<file path="src/rtl/wsf_pkg.sv">
// Package for the windowed-sinc low-pass FIR: pipeline control type and kernel builder.
`default_nettype none

package wsf_pkg;

    localparam int SAMPLE_W = 16;
    localparam int TAP_W    = 16;
    localparam int OUT_W    = 20;
    localparam int FRAC_W   = 13;

    localparam logic signed [OUT_W-1:0] OUT_MAX = {1'b0, {(OUT_W-1){1'b1}}};
    localparam logic signed [OUT_W-1:0] OUT_MIN = {1'b1, {(OUT_W-1){1'b0}}};

    localparam logic signed [63:0] TWO_PI_Q28   = 64'sd1686629713;
    localparam logic signed [63:0] HAM_A_Q28    = 64'sd144955146;
    localparam logic signed [63:0] HAM_B_Q28    = 64'sd123480310;
    localparam logic [31:0]        QUARTER_TURN = 32'h4000_0000;
    localparam logic [31:0]        HALF_TURN    = 32'h8000_0000;

    // pipeline control handed from the top level to the datapath modules
    typedef struct packed {
        logic advance;
        logic accept;
    } ctl_t;

    // floor((v + 2^(n-1)) / 2^n)
    function automatic logic signed [63:0] rsh_round(logic signed [63:0] v, int n);
        return (v + (64'sd1 <<< (n - 1))) >>> n;
    endfunction

    // shift-subtract long division, elaboration only
    function automatic logic [63:0] udiv64(logic [63:0] num, logic [63:0] den);
        logic [63:0] q;
        logic [63:0] r;
        int          b;
        q = '0;
        r = '0;
        for (b = 63; b >= 0; b--)
        begin
            r = {r[62:0], num[b]};
            if (r >= den)
            begin
                r    = r - den;
                q[b] = 1'b1;
            end
        end
        return q;
    endfunction

    // signed quotient truncated toward zero, positive divisor
    function automatic logic signed [63:0] sdiv_trunc(logic signed [63:0] a,
                                                      logic [63:0] d);
        logic        neg;
        logic [63:0] mag;
        logic [63:0] q;
        neg = a[63];
        mag = neg ? 64'(-a) : 64'(a);
        q   = udiv64(mag, d);
        return neg ? -$signed(q) : $signed(q);
    endfunction

    // num/den of a turn as a 32-bit phase, rounded to nearest
    function automatic logic [31:0] turn_phase(logic [31:0] num, logic [31:0] den);
        logic [63:0] p;
        p = udiv64(({32'b0, num} << 32) + {33'b0, den[31:1]}, {32'b0, den});
        return p[31:0];
    endfunction

    // sine of a 32-bit phase in Q28, quadrant fold plus Taylor series
    function automatic logic signed [63:0] sin_q28(logic [31:0] phase);
        logic              neg;
        logic [31:0]       pp;
        logic [63:0]       xu;
        logic signed [63:0] x;
        logic signed [63:0] x2;
        logic signed [63:0] term;
        logic signed [63:0] sum;
        int                n;
        neg = 1'b0;
        pp  = phase;
        if (pp >= HALF_TURN)
        begin
            neg = 1'b1;
            pp  = pp - HALF_TURN;
        end
        if (pp > QUARTER_TURN)
        begin
            pp = HALF_TURN - pp;
        end
        xu   = ({32'b0, pp} * 64'd1686629713 + 64'h8000_0000) >> 32;
        x    = $signed(xu);
        x2   = rsh_round(x * x, 28);
        term = x;
        sum  = x;
        for (n = 1; n <= 12; n++)
        begin
            term = -sdiv_trunc(rsh_round(term * x2, 28), 64'((2 * n) * (2 * n + 1)));
            sum  = sum + term;
        end
        return neg ? -sum : sum;
    endfunction

    // Q3.13 tap i of a Hamming-windowed sinc kernel, not normalized
    function automatic logic signed [TAP_W-1:0] kernel_tap(int i, int taps, int cutoff);
        int                 k;
        int                 ak;
        logic [31:0]        num;
        logic signed [63:0] s;
        logic [31:0]        cp;
        logic signed [63:0] c;
        logic signed [63:0] win;
        logic signed [63:0] q28;
        logic signed [63:0] t;
        k = i - (taps >> 1);
        if (k == 0)
        begin
            q28 = (TWO_PI_Q28 * 64'(cutoff) + 64'sd500) / 64'sd1000;
        end
        else
        begin
            ak  = (k < 0) ? -k : k;
            num = 32'((cutoff * ak) % 1000);
            s   = sdiv_trunc(sin_q28(turn_phase(num, 32'd1000)), 64'(ak));
            cp  = turn_phase(32'(i), 32'(taps - 1)) + QUARTER_TURN;
            c   = sin_q28(cp);
            win = HAM_A_Q28 - rsh_round(HAM_B_Q28 * c, 28);
            q28 = rsh_round(s * win, 28);
        end
        t = rsh_round(q28, 15);
        if (t > 64'sd32767)
        begin
            return 16'sh7fff;
        end
        if (t < -64'sd32768)
        begin
            return 16'sh8000;
        end
        return t[TAP_W-1:0];
    endfunction

endpackage

`default_nettype wire

</file>
<file path="src/rtl/wsf_tap_line.sv">
// Sample delay line with fill tracking for the windowed-sinc FIR.
`default_nettype none

module wsf_tap_line
    import wsf_pkg::*;
#(
    parameter int TAPS = 29
)
(
    input  wire logic                       clk,
    input  wire logic                       rst_n,
    input  wire ctl_t                       ctl,
    input  wire logic signed [SAMPLE_W-1:0] sample,
    output logic signed [SAMPLE_W-1:0]      hist [TAPS],
    output logic                            hist_valid
);

    localparam int FILL_W = $clog2(TAPS);
    localparam logic [FILL_W-1:0] FILL_FULL = FILL_W'(TAPS - 1);

    logic signed [SAMPLE_W-1:0] hist_reg [TAPS];
    logic [FILL_W-1:0]          fill_reg;
    logic [FILL_W-1:0]          fill_next;
    logic                       vld_reg;
    logic                       vld_next;
    logic                       full;

    assign full = (fill_reg == FILL_FULL);

    always_comb
    begin
        fill_next = fill_reg;
        if (ctl.accept && !full)
        begin
            fill_next = fill_reg + FILL_W'(1);
        end
        vld_next = vld_reg;
        if (ctl.advance)
        begin
            // a word yields a result only once the window is full
            vld_next = ctl.accept && full;
        end
    end

    always_ff @(posedge clk or negedge rst_n)
    begin
        if (!rst_n)
        begin
            fill_reg <= '0;
            vld_reg  <= 1'b0;
        end
        else
        begin
            fill_reg <= fill_next;
            vld_reg  <= vld_next;
        end
    end

    always_ff @(posedge clk)
    begin
        if (ctl.accept)
        begin
            hist_reg[0] <= sample;
            for (int i = 1; i < TAPS; i++)
            begin
                hist_reg[i] <= hist_reg[i-1];
            end
        end
    end

    assign hist       = hist_reg;
    assign hist_valid = vld_reg;

    a_fill_bound : assert property (@(posedge clk) disable iff (!rst_n)
        fill_reg <= FILL_FULL)
        else $error("fill count past window length");

    a_fill_step : assert property (@(posedge clk) disable iff (!rst_n)
        ctl.accept && !full |=> fill_reg == $past(fill_reg) + FILL_W'(1))
        else $error("fill count missed an accepted word");

endmodule

`default_nettype wire

</file>
<file path="config.mk">
export PLATFORM = sky130hd
export DESIGN_NAME = wsf_tap_line
export DESIGN_NICKNAME = d
export VERILOG_FILES = /design/src/rtl/wsf_pkg.sv /design/src/rtl/wsf_tap_line.sv
export SDC_FILE = /design/constraint.sdc
export NUM_CORES = 1
export LEC_CHECK = 0
export CAP_MARGIN = 20
export CORE_MARGIN = 2
export CORE_UTILIZATION = 35
export CTS_BUF_LIST = sky130_fd_sc_hd__clkbuf_16
export DETAILED_ROUTE_END_ITERATION = 6
export DONT_BUFFER_PORTS = 1
export GPL_TIMING_DRIVEN = 0
export PLACE_DENSITY = 0.46
export SYNTH_ARGS = -nofsm -noshare
export SYNTH_HDL_FRONTEND = slang
export SYNTH_SLANG_ARGS = --single-unit
</file>
<file path="constraint.sdc">
create_clock -name clk -period 4 [get_ports clk]
set_input_delay 0.2 -clock clk [delete_from_list [all_inputs] [get_ports clk]]
set_output_delay 0.2 -clock clk [all_outputs]
set_load 0.01 [all_outputs]
</file>
==> out/qor.csv <==
metric,value,unit
total wire length,27900,um
WS Path Type,flop to flop,
relative slew slack,36.3,%
core area,39900,sq um
Crit Path Max Fanout,4,
Die Area,42300,sq um
later-pin clock latency in the skew report,0.56,ns
gpl congestion,0.788,
num rows,73,
reg2reg setup slack,1.98,ns
vias per cell,4.63,
synthesized area per cell,29.0,sq um
Post-CTS Setup Inserts,0,
final hold slack,-0.242,ns
vias in the first global route,5254,
Worst Path Arrival,2.47,ns
Yosys cell types,16,
Setup WS post-layout,1.98,ns
max frequency,495,MHz
Synth Warn #,0,
Startpoint Class,flop,
violated checks,negative hold slack,
initial antenna violation count,0,
total of max-cap violations,0,
Final min period,2.02,ns
crit-path cells,inv_1 -> ha_1 -> nand4_2 -> nand2_2 -> dlygate4sd3_1 -> mux2_4,
#FFs+latches synth,470,
post-route ant nets,0,
Initial DRT Pass Iterations,5,
unrepaired setup endpoints after global routing,false,
P per Cell Area,637,nW/um^2
status,"finished, violations left",
nets,587,
drt drc,0,
Tightest Pin Transition,0.956,ns
Port Buffers,0,
setup tns final,0,ns
Syn Nets,513,
"Data required, critical path",4.45,ns
share of cells above drive strength 1,12.1,%
GR Util All Layers,12.2,%
CTS sink count,470,
Largest register FFs,464,
starting density of the core,35.7,%
Peak VDD IR,0.307,mV
Final Cycle Share,50.5,%
Syn Inst Count,491,
routed len/inst,24.7,um
CP top delay family,buffers and inverters,
Diodes inserted,0,
via count,5228,
Root Buffer,clkbuf_16,
pre-CTS WS,2.55,ns
CTS HTree Levels,2,
area grow syn2layout,17.3,%
maximum root-to-sink buffer count,3,
largest net degree at the start of global routing,471,
# setup viols final,0,
post-route clock skew,0.0132,ns
CP peak stage delay,0.62,ns
Worst Path Buf+Inv,2,
die width,206,um
Leak,0.00559,uW
Final Hold Fails,142,
DPL Wire Length,18300,um
HP Class,primary input to flop,
CTS Hold Bufs,24,
Worst Setup End Kind,flop,
CTS Buf Count,48,
Crit-path slowest cell,dlygate4sd3_1,
CTS tree,done,
post-synthesis sequential area ratio,99.0,%
Die H,206,um
GR Overflow Total,0,
1st-iter DRT viols,367,
Boundary Pins,485,
first-pass GRT wire length,37500,um
"Slew Viols, Final",0,
clk slew on worst S/H paths,0.06,ns
post-cts sizing count,0,
post-synthesis cell area,14200,sq um
==> per-layer routing <==
metal	vias up	wire (um)	global-route usage [%]
met5	-	0	0
met4	0	790	6.04
met3	52	4530	7.93
met2	362	13800	20.1
met1	2658	8740	11.8
li1	2156	-	-
==> path summary, 6_finish.rpt <==
check,endpoint,depth (start not counted),start
min in group asynchronous,hist_valid,2,rst_n
hold reg to reg,hist[176],0,hist[192]
setup / recovery,fill_reg[1],6,fill_reg[0]
max in group asynchronous,fill_reg[4],2,rst_n
hold / removal,hist[454],0,ctl[0]
setup reg to reg,fill_reg[1],6,fill_reg[0]
==> synth_stat cells <==
master / number / area [sq um]
o21ai_0: 1 / 5.00
ha_1: 2 / 25.0
nand2_2: 1 / 6.26
dfrtp_1: 6 / 150
xnor2_1: 2 / 17.5
nand3_1: 1 / 5.00
nor3_1: 1 / 5.00
o22ai_1: 1 / 6.26
nand2_1: 1 / 3.75
inv_1: 4 / 15.0
nand4_2: 1 / 12.5
a21oi_1: 2 / 10.0
mux2_4: 1 / 15.0
nand4_1: 1 / 6.26
and3_2: 2 / 15.0
edfxtp_1: 464 / 13900
==> placed cells by master (no fill, tap or decap) <==
master / count
edfxtp_1: 464
clkbuf_16: 49
dlygate4sd3_1: 24
inv_1: 14
clkinv_1: 10
clkinv_2: 8
bufinv_16: 6
dfrtp_1: 6
inv_6: 3
and3_2: 2
xnor2_1: 2
a21oi_1: 2
ha_1: 2
clkinvlp_4: 2
nand4_2: 1
nand3_1: 1
o21ai_0: 1
nand2_2: 1
mux2_4: 1
nand4_1: 1
nor3_1: 1
nand2_1: 1
o22ai_1: 1
==> kinds of logic (layout without fill, tap and decap cells) <==
kind of cell	after synthesis	count (layout)	share of synthesized area, %
AO/OA/AOI/OAI	4	4	0.149
XOR/XNOR	2	2	0.123
adder cells (fa/ha/maj)	2	2	0.176
buffers and inverters	4	116	0.105
flip-flops	470	470	99.0
multiplexers	1	1	0.105
AND/OR/NAND/NOR	8	8	0.378
==> cell type report <==
| type | instances | area, sq um |
|---|---|---|
| fillers | 3364 | 23200 |
| flip-flops and latches | 470 | 14100 |
| clock buffers | 49 | 1230 |
| well taps | 525 | 657 |
| clock inverters | 39 | 337 |
| repair buffers | 24 | 240 |
| multi-input cells | 17 | 133 |
| inverters | 4 | 15.0 |
==> metrics by stage <==
step | power, uW | utilization (%) | instance area, sq um | cells
2_1_floorplan | 6200 | - | 14200 | 491
3_3_place_gp | 6320 | 37.3 | 14900 | 1016
3_5_place_dp | 6350 | 37.3 | 14900 | 1016
4_1_cts | 10800 | 41.8 | 16700 | 1128
5_1_grt | 11000 | 41.8 | 16700 | 1128
6_report | 10600 | 41.8 | 16700 | 1128
==> where the power goes <==
group          leakage [uW]  total, uW  internal, uW  switching (uW)
Sequential          0.00461       6150          5780             371
Combinational      0.000175        117          70.0            46.5
Clock              0.000803       4370          2610            1760
Total               0.00559      10600          8460            2180
No activity file was read; power rests on OpenSTA's default activity.
